==> config.mk <==
export PLATFORM = sky130hd
export DESIGN_NAME = bstk_ctrl
export DESIGN_NICKNAME = d
export VERILOG_FILES = /design/src/bstk_pkg.sv /design/src/bstk_ctrl.sv
export SDC_FILE = /design/constraint.sdc
export NUM_CORES = 1
export LEC_CHECK = 0
export BUFFER_PORTS_ARGS = -buffer_cell sky130_fd_sc_hd__buf_2
export CORE_AREA = 2 2 39 41
export CTS_CLUSTER_SIZE = 24
export DETAILED_ROUTE_END_ITERATION = 8
export DIE_AREA = 0 0 41 43
export GPL_TIMING_DRIVEN = 0
export PLACE_DENSITY_LB_ADDON = 0.25
export SYNTH_ARGS = -nofsm -noshare
export SYNTH_HDL_FRONTEND = slang
export SYNTH_SLANG_ARGS = --single-unit
==> constraint.sdc <==
create_clock -name clk_i -period 2.03 [get_ports clk_i]
set_input_delay 0.406 -clock clk_i [delete_from_list [all_inputs] [get_ports clk_i]]
set_output_delay 0.406 -clock clk_i [all_outputs]
set_load 0.02 [all_outputs]
==> src/bstk_pkg.sv <==
// Shared constants, word types and control structures for the bounded stack.
// Used by every module of the bounded_stack_with_stats block; no dependencies.
`default_nettype none

package bstk_pkg;

  localparam int DEPTH = 64;
  localparam int DataW = 32;
  localparam int CntW  = $clog2(DEPTH + 1);
  localparam int AddrW = (DEPTH > 1) ? $clog2(DEPTH) : 1;
  localparam int SumW  = DataW + AddrW;
  localparam int IterW = $clog2(SumW + 1);

  typedef enum logic [1:0] {
    CMD_PUSH = 2'd0,
    CMD_POP  = 2'd1,
    CMD_PEEK = 2'd2
  } bstk_op_e;

  typedef struct packed {
    logic [1:0]              cmd;
    logic signed [DataW-1:0] push_value;
  } bstk_in_t;

  typedef struct packed {
    logic                    ok;
    logic signed [DataW-1:0] read_value;
    logic [CntW-1:0]         count;
    logic signed [DataW-1:0] top_value;
    logic signed [DataW-1:0] max_value;
    logic signed [DataW-1:0] min_value;
    logic signed [DataW-1:0] mean_value;
    logic                    is_empty;
    logic                    is_full;
  } bstk_out_t;

  // Controller to datapath commands.
  typedef struct packed {
    logic capture;
    logic update;
    logic stats;
    logic load_out;
  } bstk_ctrl_t;

  // Datapath to controller status.
  typedef struct packed {
    logic div_done;
  } bstk_stat_t;

endpackage

`default_nettype wire

==> src/bstk_ctrl.sv <==
// Sequencing state machine for the stack: read, update, re-read, latch stats, divide, deliver.
// Depends on bstk_pkg.
`default_nettype none

module bstk_ctrl (
  input  wire logic                 clk_i,
  input  wire logic                 rst_ni,
  input  wire logic                 in_valid_i,
  output logic                      in_ready_o,
  output logic                      out_valid_o,
  input  wire logic                 out_ready_i,
  output bstk_pkg::bstk_ctrl_t      ctrl_o,
  input  wire bstk_pkg::bstk_stat_t stat_i
);
  import bstk_pkg::*;

  typedef enum logic [2:0] {
    ST_IDLE,
    ST_READ,
    ST_UPDATE,
    ST_REREAD,
    ST_STATS,
    ST_DIVIDE,
    ST_DONE
  } state_e;

  state_e state_q;
  logic   out_valid_q;
  logic   load;

  assign in_ready_o = (state_q == ST_IDLE);
  assign load       = (state_q == ST_DONE) && (!out_valid_q || out_ready_i);

  assign ctrl_o.capture  = in_ready_o && in_valid_i;
  assign ctrl_o.update   = (state_q == ST_UPDATE);
  assign ctrl_o.stats    = (state_q == ST_STATS);
  assign ctrl_o.load_out = load;
  assign out_valid_o     = out_valid_q;

  always_ff @(posedge clk_i or negedge rst_ni) begin
    if (!rst_ni) begin
      state_q     <= ST_IDLE;
      out_valid_q <= 1'b0;
    end else begin
      if (load) begin
        out_valid_q <= 1'b1;
      end else if (out_ready_i) begin
        out_valid_q <= 1'b0;
      end
      case (state_q)
        ST_IDLE: begin
          if (in_valid_i) state_q <= ST_READ;
        end
        ST_READ:   state_q <= ST_UPDATE;
        ST_UPDATE: state_q <= ST_REREAD;
        ST_REREAD: state_q <= ST_STATS;
        ST_STATS:  state_q <= ST_DIVIDE;
        ST_DIVIDE: begin
          if (stat_i.div_done) state_q <= ST_DONE;
        end
        ST_DONE: begin
          if (load) state_q <= ST_IDLE;
        end
        default:   state_q <= ST_IDLE;
      endcase
    end
  end

endmodule

`default_nettype wire

==> run summary, run 1 <==
Commonest cells post-synth = dfrtp_1, nand2_1, nand2b_1, nor2b_1, nor3_1
DRC Markers = 0
Post-synth ARST share = 100%
CTS tree = built
Placed instance count = 51
CTS Sinks = 4
CP arrival = 1.33 ns
Via density = 4.15
Worst hold path type = in -> reg
WHS Path Cells = 3
Drt wl/cell = 8.89 um
Area grow syn2layout = 44.1%
RSZ-0062 raised after global routing = no
Sequential share of the synthesized area = 43.0%
Post-Route WL = 489 um
Internal = 0.309 mW
Top post-synthesis cells by area = dfrtp_1, nand2_1, nand2b_1
Yosys top cell area share = 43.0%
Compound-Gate Fraction of Synth Area = 12.9%
Hold Path Origin = out_ready_i
Row cnt = 14
Max-capacitance violation count = 0
Post-route minimum period = 1.74 ns
Avg Inst Size Synth = 9.31 sq um
CP startpoint kind = flop
Final Hold Viols = 0
Status = finished clean
Post-DP Area = 303 sq um
Setup bufs post-CTS = 0
Final nets = 46
Area occupied by multi-input gates = 114 sq um
Cts hold-fix bufs = 1
Initial DRT Pass Iterations = 4
Fraction of layout cells with a size suffix above 1 = 41.0%
Rel. slew slack = 83.5%
Die height = 43 um
Starting density of the core = 16.8%
Distinct cell type count after synthesis = 16
GRT Overall Usage = 7.03%
CP startpoint = state_q[0]
Inserted Clock Buffers = 3
Fillers = 159
# IOs = 11
H-tree levels = 1
Clk buf depth = 2
Sequential share of power = 30.6%
DIE WIDTH = 41 um
Antenna diode count = 0
Root buffer cell = clkbuf_4
IO Port Bufs = 10
Number of synthesized flops with an enable pin = 0
Final period util = 85.6%
Final Max Slew Viols = 0
Part of the power in combinational logic = 50.2%
Core area = 0.00138 sq mm
Synthesis-stage register bit count = 4
Number of DRC markers in iteration 0 = 1
Simple-Gate Fraction of Synth Area = 36.0%
Worst skew pair latency = 0.24 ns
Largest net degree at the start of global routing = 11
Static leakage = 0.182 nW
Crit path max fanout = 7
GPL Wtd Cong = 0.699
Full die area = 0.00176 sq mm
Post-CTS sizing = 0
ANT nets after route = 0
Crit path kind = reg -> out
Worst-case reg-to-reg path depth = 2
Area share of fa/ha/maj cells after synthesis = 0%
Largest family of logic cells by synthesized area = simple AND/OR/NAND/NOR gates
Post-Route Utilization = 24.2%
Via Count = 228
Slew @ Worst Pin = 0.248 ns
Worst-path clk slew = 0.04 ns
Maximum vdd drop = 0.448 mV
Multiplexer share of the synthesized area = 0%
First-pass GRT wire length = 765 um
Fin cells = 55
Clock power frac = 19.3%
Endpoints failing setup = 0
Reg-to-Reg Start = state_q[1]
YS warnings = 0
Ys flop type = dfrtp_1
Final TNS setup = 0 ns
Req. time, crit path = 1.62 ns
Switching part of the total = 41.4%
Final instance area = 335 sq um
XOR/XNOR share of the synthesized area = 0%
Antenna violations before repair = 0
Setup crit end kind = output pin
Synth Instances = 25
Number of global-route vias before repair = 204
Syn nets = 30
P_sw = 0.218 mW
Mapped Area = 233 sq um
Achievable frequency = 575 MHz
Pwr/cell area = 1570 mW/mm^2
Sequential cell area = 100 sq um
Synth area leader = dfrtp_1
Grt total ovfl = 0
Clk_skew = 0.00398 ns
==> registers in the layout (all words and copies together), names as in the netlist <==
name         cells
state_q          3
out_valid_o      1
==> power by group through the flow <==
stage          registers [mW]  clock network, mW  logic (mW)
2_1_floorplan           0.161                  0       0.194
4_1_cts                 0.161              0.106       0.269
3_3_place_gp            0.161                  0       0.268
6_report                0.161              0.101       0.264
5_1_grt                 0.167              0.110       0.294
3_5_place_dp            0.162                  0       0.266
==> cells by family after synthesis <==
group / Yosys count
flops: 4
simple gates: 15
compound gates: 4
buf+inv: 2
==> path summary, 6_finish.rpt <==
| check | endpoint | slack (ns) |
|---|---|---|
| max in group asynchronous | state_q[0] | 1.41 |
| worst min register to register | out_valid_o | 0.54 |
| worst max register to register | state_q[1] | 1.04 |
| worst min-delay path | out_valid_o | 0.49 |
| min in group asynchronous | out_valid_o | 0.50 |
| worst max-delay path | ctrl_o[0] | 0.29 |
==> routing by layer <==
metal	GRT usage [%]	vias up	share of wire (%)	wire, um
li1	-	115	-	-
met1	8.68	98	47	228
met2	7.81	13	39	193
met3	4.71	2	9.8	48
met4	6.00	0	3.5	17
met5	0	-	0	0
==> cells in the final DEF (no fill, tap or decap), types with 2 or more instances in the layout <==
cell and n:
buf_2 10, clkbuf_4 3, dfrtp_1 4, nand2_1 4
nand2b_1 2, nor2b_1 2, nor3_1 2
==> stage by stage <==
step	hold WS [ns]	setup WS (ns)	power [mW]
after floorplan	0.110	0.305	0.355
after detailed placement	0.214	0.473	0.428
after global routing	0.514	0.225	0.571
final	0.491	0.292	0.527
after global placement	0.216	0.474	0.428
after CTS	0.493	0.276	0.535
==> area by class of cell <==
| cell class | count | area share [%] |
|---|---|---|
| repair buffers | 11 | 17.9 |
| plain buffers | 2 | 5.60 |
| well taps | 16 | 5.97 |
| clock buffers | 3 | 6.72 |
| flip-flops and latches | 4 | 29.9 |
| multi-input cells | 19 | 34.0 |
==> critical path: stages (launching register included) <==
cell	delay, ns
dfrtp_1	0.43
and2b_4	0.28
and3_1	0.15
buf_4	0.09
buf_2	0.14
No activity file was read; power rests on OpenSTA's default activity.
==> run 2, diff against run 1 <==
Settings changed: ABC_AREA set to 1, PLACE_DENSITY set to 0.37, PLACE_DENSITY_LB_ADDON 0.25 to not set.
==> run 2 against run 1 <==
Compared with the run above:
- clock skew is 0.0023 ns higher
- critical path depth is 2 higher
- hold slack worse by 0.10 ns
- via count is 21% higher
- global-route usage is 1.3 points higher
- count of clock-buffer cells in the layout stayed put
- sequential share of layout area is 2.8 points lower
- combinational power is 5% higher
- largest power group unchanged
- register-to-register slack worse by 0.02 ns
- final area is 10% higher
- critical endpoint unchanged
- cell count is 29% higher
==> run summary, run 2 <==
Die height = 43 um
Distinct cell type count after synthesis = 14
Final nets = 62
Grt total ovfl = 0
Antenna diode count = 0
Drt wl/cell = 8.08 um
Fraction of layout cells with a size suffix above 1 = 34.5%
Metal2 WL = 291 um
RSZ-0062 raised after global routing = no
Rel. slew slack = 84.6%
Syn nets = 46
Worst hold slack = 0.390 ns
CP arrival = 1.25 ns
Antenna violations before repair = 0
YS warnings = 0
Post-Route Utilization = 26.8%
DR top layer = met3
Post-synth ARST share = 100%
Largest net degree at the start of global routing = 7
CP startpoint kind = flop
Worst-case reg-to-reg path depth = 4
Core area = 0.00138 sq mm
Overall Power = 0.538 mW
Setup slack, reg-to-reg = 1.02 ns
Synth Instances = 41
Metal3 WL = 24 um
Most frequent cell after synthesis = nand2_1
Post-route minimum period = 1.66 ns
CTS Sinks = 4
Number of DRC markers in iteration 0 = 9
Req. time, crit path = 1.62 ns
H-tree levels = 1
Row cnt = 14
Yosys top cell area share = 37.4%
ANT nets after route = 0
Status = finished clean
Commonest cells post-synth = nand2_1, inv_1, nor2_1
Placed instance count = 67
Max FFs per register = 3
Number of synthesized flops with an enable pin = 0
HPWL after detailed placement = 468 um
Slew @ Worst Pin = 0.230 ns
Most flops, register = state_q
Static leakage = 0.223 nW
Commonest cells after routing, fill and taps aside = nand2_1, buf_2, nor2_1, inv_1, dfrtp_1
Setup crit end kind = output pin
Final period util = 81.6%
Post-Route M1 WL = 258 um
Final instance area = 370 sq um
DRC Markers = 0
Achievable frequency = 604 MHz
Via Count = 276
Inserted Clock Buffers = 3
Full die area = 0.00176 sq mm
DIE WIDTH = 41 um
Crit path max fanout = 6
CTS tree = built
Starting density of the core = 19.3%
Top post-synthesis cells by area = dfrtp_1, nand2_1, inv_1
# IOs = 11
Worst skew pair latency = 0.24 ns
Pwr/cell area = 1450 mW/mm^2
Clk buf depth = 2
Area grow syn2layout = 38.3%
Fin cells = 71
Number of global-route vias before repair = 255
Synth area leader = dfrtp_1
Ys flop type = dfrtp_1
Final setup margin = 0.373 ns
Final Hold Viols = 0
Synthesis-stage register bit count = 4
Worst hold path type = in -> reg
Post-Route WL = 574 um
CP Cell Sequence = nand2_1, nor2_2, inv_1, nor2_1, buf_4, buf_2
Initial DRT Pass Iterations = 4
Setup bufs post-CTS = 0
Maximum vdd drop = 0.272 mV
Final TNS setup = 0 ns
GPL Wtd Cong = 0.680
Post-CTS sizing = 0
First-pass GRT wire length = 945 um
GRT Overall Usage = 8.37%
Worst-path clk slew = 0.04 ns
Crit path kind = reg -> out
Reg-to-Reg Start = state_q[0]
Final Max Slew Viols = 0
Avg Inst Size Synth = 6.53 sq um
CP startpoint = state_q[1]
Clk_skew = 0.00627 ns
Post-DP Area = 338 sq um
Worst R2R End = state_q[2]
Critical Path Slowest Stage Cell = dfrtp_1
Endpoints failing setup = 0
Max-capacitance violation count = 0
CP max stage delay = 0.42 ns
Via density = 3.89
Worst setup path endpoint = ctrl_o[0]
IO Port Bufs = 10
Worst slack, placed = 0.617 ns
Mapped Area = 268 sq um
Sequential share of the synthesized area = 37.4%
Root buffer cell = clkbuf_4
==> run 2: area by class of cell <==
type,count,area [sq um]
Clock buffer,3,22.5
Inverter,8,30.0
Sequential cell,4,100
Fill cell,156,1010
Timing Repair Buffer,11,60.1
Multi-Input combinational cell,28,130
Tap cell,16,20.0
Buffer,1,7.51
==> run 2: metal layers <==
layer,global-route usage [%],vias up
met5,0,-
met4,2.00,0
met3,7.85,0
met2,11.9,5
met1,8.79,120
li1,-,151
==> run 2: worst min-delay path by stage <==
stage	from	end	slack (ns)	cells after the start
after detailed placement	rst_ni	out_valid_o	0.21	1
after floorplan	rst_ni	out_valid_o	0.11	0
after global placement	rst_ni	out_valid_o	0.21	1
final	out_ready_i	out_valid_o	0.39	2
after global routing	out_ready_i	out_valid_o	0.39	2
after CTS	out_ready_i	out_valid_o	0.39	2
==> run 2: cell families (layout without fill, tap and decap cells) <==
kind of cell	Yosys count	after routing	share of synthesized area, %
simple gates	24	24	40.2
buf+inv	9	23	14.0
compound gates	4	4	8.41
flops	4	4	37.4
==> run 2: repair_timing <==
action / in CTS / in global routing
setup endpoints to repair: 0 / 0
hold buffers: 1 / 0
hold endpoints to repair: 4 / 0
==> run 2: power by group <==
group	total, mW	internal (mW)	switching, mW	leakage (nW)
clock network	0.0992	0.0662	0.0330	0.0138
logic	0.276	0.101	0.175	0.158
registers	0.163	0.116	0.0470	0.0509
==> run 2: critical path: cells and delay by family, from the launching register on <==
| family | cells | cell delay (ns) |
|---|---|---|
| flops | 1 | 0.42 |
| buf+inv | 3 | 0.30 |
| simple gates | 3 | 0.29 |
==> run 3, diff against run 2 <==
Clock period 2.03 ns to 1.7 ns, I/O delays scaled along.
==> run 3 against run 2 <==
Compared with the run above:
- global-route usage did not move
- clock skew barely moved
- final area rose by 0.34%
- critical path depth did not move
- non-clock buffer count did not move
- via count did not move
- critical endpoint unchanged
- largest cell class unchanged
- largest power group unchanged
==> run summary, run 3 (synthesized netlist as in run 2, its figures left out) <==
CP max stage delay = 0.40 ns
Critical Path Slowest Stage Cell = dfrtp_1
Root buffer cell = clkbuf_4
CTS tree = built
Full die area = 0.00176 sq mm
# IOs = 11
Max-capacitance violation count = 0
GPL Wtd Cong = 0.680
Maximum vdd drop = 0.325 mV
Final nets = 62
Core area = 0.00138 sq mm
GRT Overall Usage = 8.37%
Slew @ Worst Pin = 0.230 ns
Starting density of the core = 19.3%
Antenna violations before repair = 0
CP arrival = 1.21 ns
Reg-to-Reg Start = state_q[0]
Commonest cells after routing, fill and taps aside = nand2_1, buf_2, nor2_1, inv_1
DIE WIDTH = 41 um
Status = finished clean
Grt met3 use = 7.85%
Grt total ovfl = 0
IO Port Bufs = 10
Final Hold Viols = 0
Worst-path clk slew = 0.04 ns
Number of DRC markers in iteration 0 = 9
Pwr/cell area = 1730 mW/mm^2
CP startpoint kind = flop
Antenna diode count = 0
CP startpoint = state_q[2]
Final period util = 91.2%
CP Cell Sequence = nand2_1, nor2_2, inv_1, nor2_1, buf_4, buf_2
Worst setup path endpoint = ctrl_o[0]
Endpoints failing setup = 0
Final Max Slew Viols = 0
Crit path max fanout = 5
RSZ-0062 raised after global routing = no
Worst slack, placed = 0.353 ns
HPWL after detailed placement = 468 um
Die height = 43 um
Setup crit end kind = output pin
Clk buf depth = 2
Rel. slew slack = 84.6%
Crit path kind = reg -> out
Final TNS setup = 0 ns
Row cnt = 14
Worst-case reg-to-reg path depth = 4
GR peak layer = met2
Worst hold slack = 0.324 ns
Drt wl/cell = 8.08 um
Most flops, register = state_q
Final setup margin = 0.150 ns
CTS Sinks = 4
Met1 track demand over resource = 8.79%
Inserted Clock Buffers = 3
Achievable frequency = 645 MHz
First-pass GRT wire length = 945 um
Via Count = 276
Post-Route Utilization = 26.9%
Post-route minimum period = 1.55 ns
Post-Route WL = 574 um
Setup slack, reg-to-reg = 0.69 ns
Initial DRT Pass Iterations = 4
Req. time, crit path = 1.36 ns
Max FFs per register = 3
Static leakage = 0.221 nW
Largest net degree at the start of global routing = 7
Worst R2R End = state_q[2]
Met2 GRT Util = 11.9%
ANT nets after route = 0
Worst skew pair latency = 0.24 ns
Fraction of layout cells with a size suffix above 1 = 36.4%
Worst hold path type = in -> reg
Via density = 3.89
Number of global-route vias before repair = 255
DRC Markers = 0
Area grow syn2layout = 38.8%
Clk_skew = 0.00627 ns
H-tree levels = 1
[run 3: stage by stage]
step / area, sq um / std cells / total power [mW]
5_1_grt: 372 / 71 / 0.723
3_3_place_gp: 338 / 67 / 0.534
2_1_floorplan: 268 / 41 / 0.431
4_1_cts: 370 / 71 / 0.658
6_report: 372 / 71 / 0.644
3_5_place_dp: 338 / 67 / 0.530
[run 3: what timing repair did]
action / in CTS / in global routing
endpoints found under the hold margin: 4 / 0
buffers inserted: 0 / 0
resized for setup: 0 / 1
setup endpoints to repair: 0 / 1
hold buffers: 1 / 0
[run 3: area by class of cell]
| type | instances | area (sq um) |
|---|---|---|
| Fill cell | 155 | 1010 |
| Multi-Input combinational cell | 28 | 130 |
| Sequential cell | 4 | 101 |
| Timing Repair Buffer | 11 | 60.1 |
| Inverter | 8 | 30.0 |
| Clock buffer | 3 | 22.5 |
| Tap cell | 16 | 20.0 |
| Buffer | 1 | 7.51 |
[run 3: worst min-delay path by stage]
stage | startpoint | to | cells after the start
5_1_grt | out_ready_i | out_valid_o | 2
2_1_floorplan | rst_ni | out_valid_o | 0
6_report | out_ready_i | out_valid_o | 2
3_5_place_dp | rst_ni | out_valid_o | 1
4_1_cts | out_ready_i | out_valid_o | 2
3_3_place_gp | rst_ni | out_valid_o | 1
[run 3: worst max-delay path: cells and delay by family, from the launching register on]
| family | cells | cell delay, ns |
|---|---|---|
| AND/OR/NAND/NOR | 3 | 0.28 |
| flip-flops | 1 | 0.40 |
| buffers and inverters | 3 | 0.30 |
[run 3: where the power goes]
group	internal, mW	switching [mW]	total (mW)
Clock	0.0790	0.0394	0.118
Sequential	0.140	0.0562	0.196
Combinational	0.121	0.208	0.329
[run 3: layer usage]
metal	up-vias	share of wire (%)
li1	151	-
met1	120	45
met5	-	0
met2	5	51
met4	0	0
met3	0	4.2
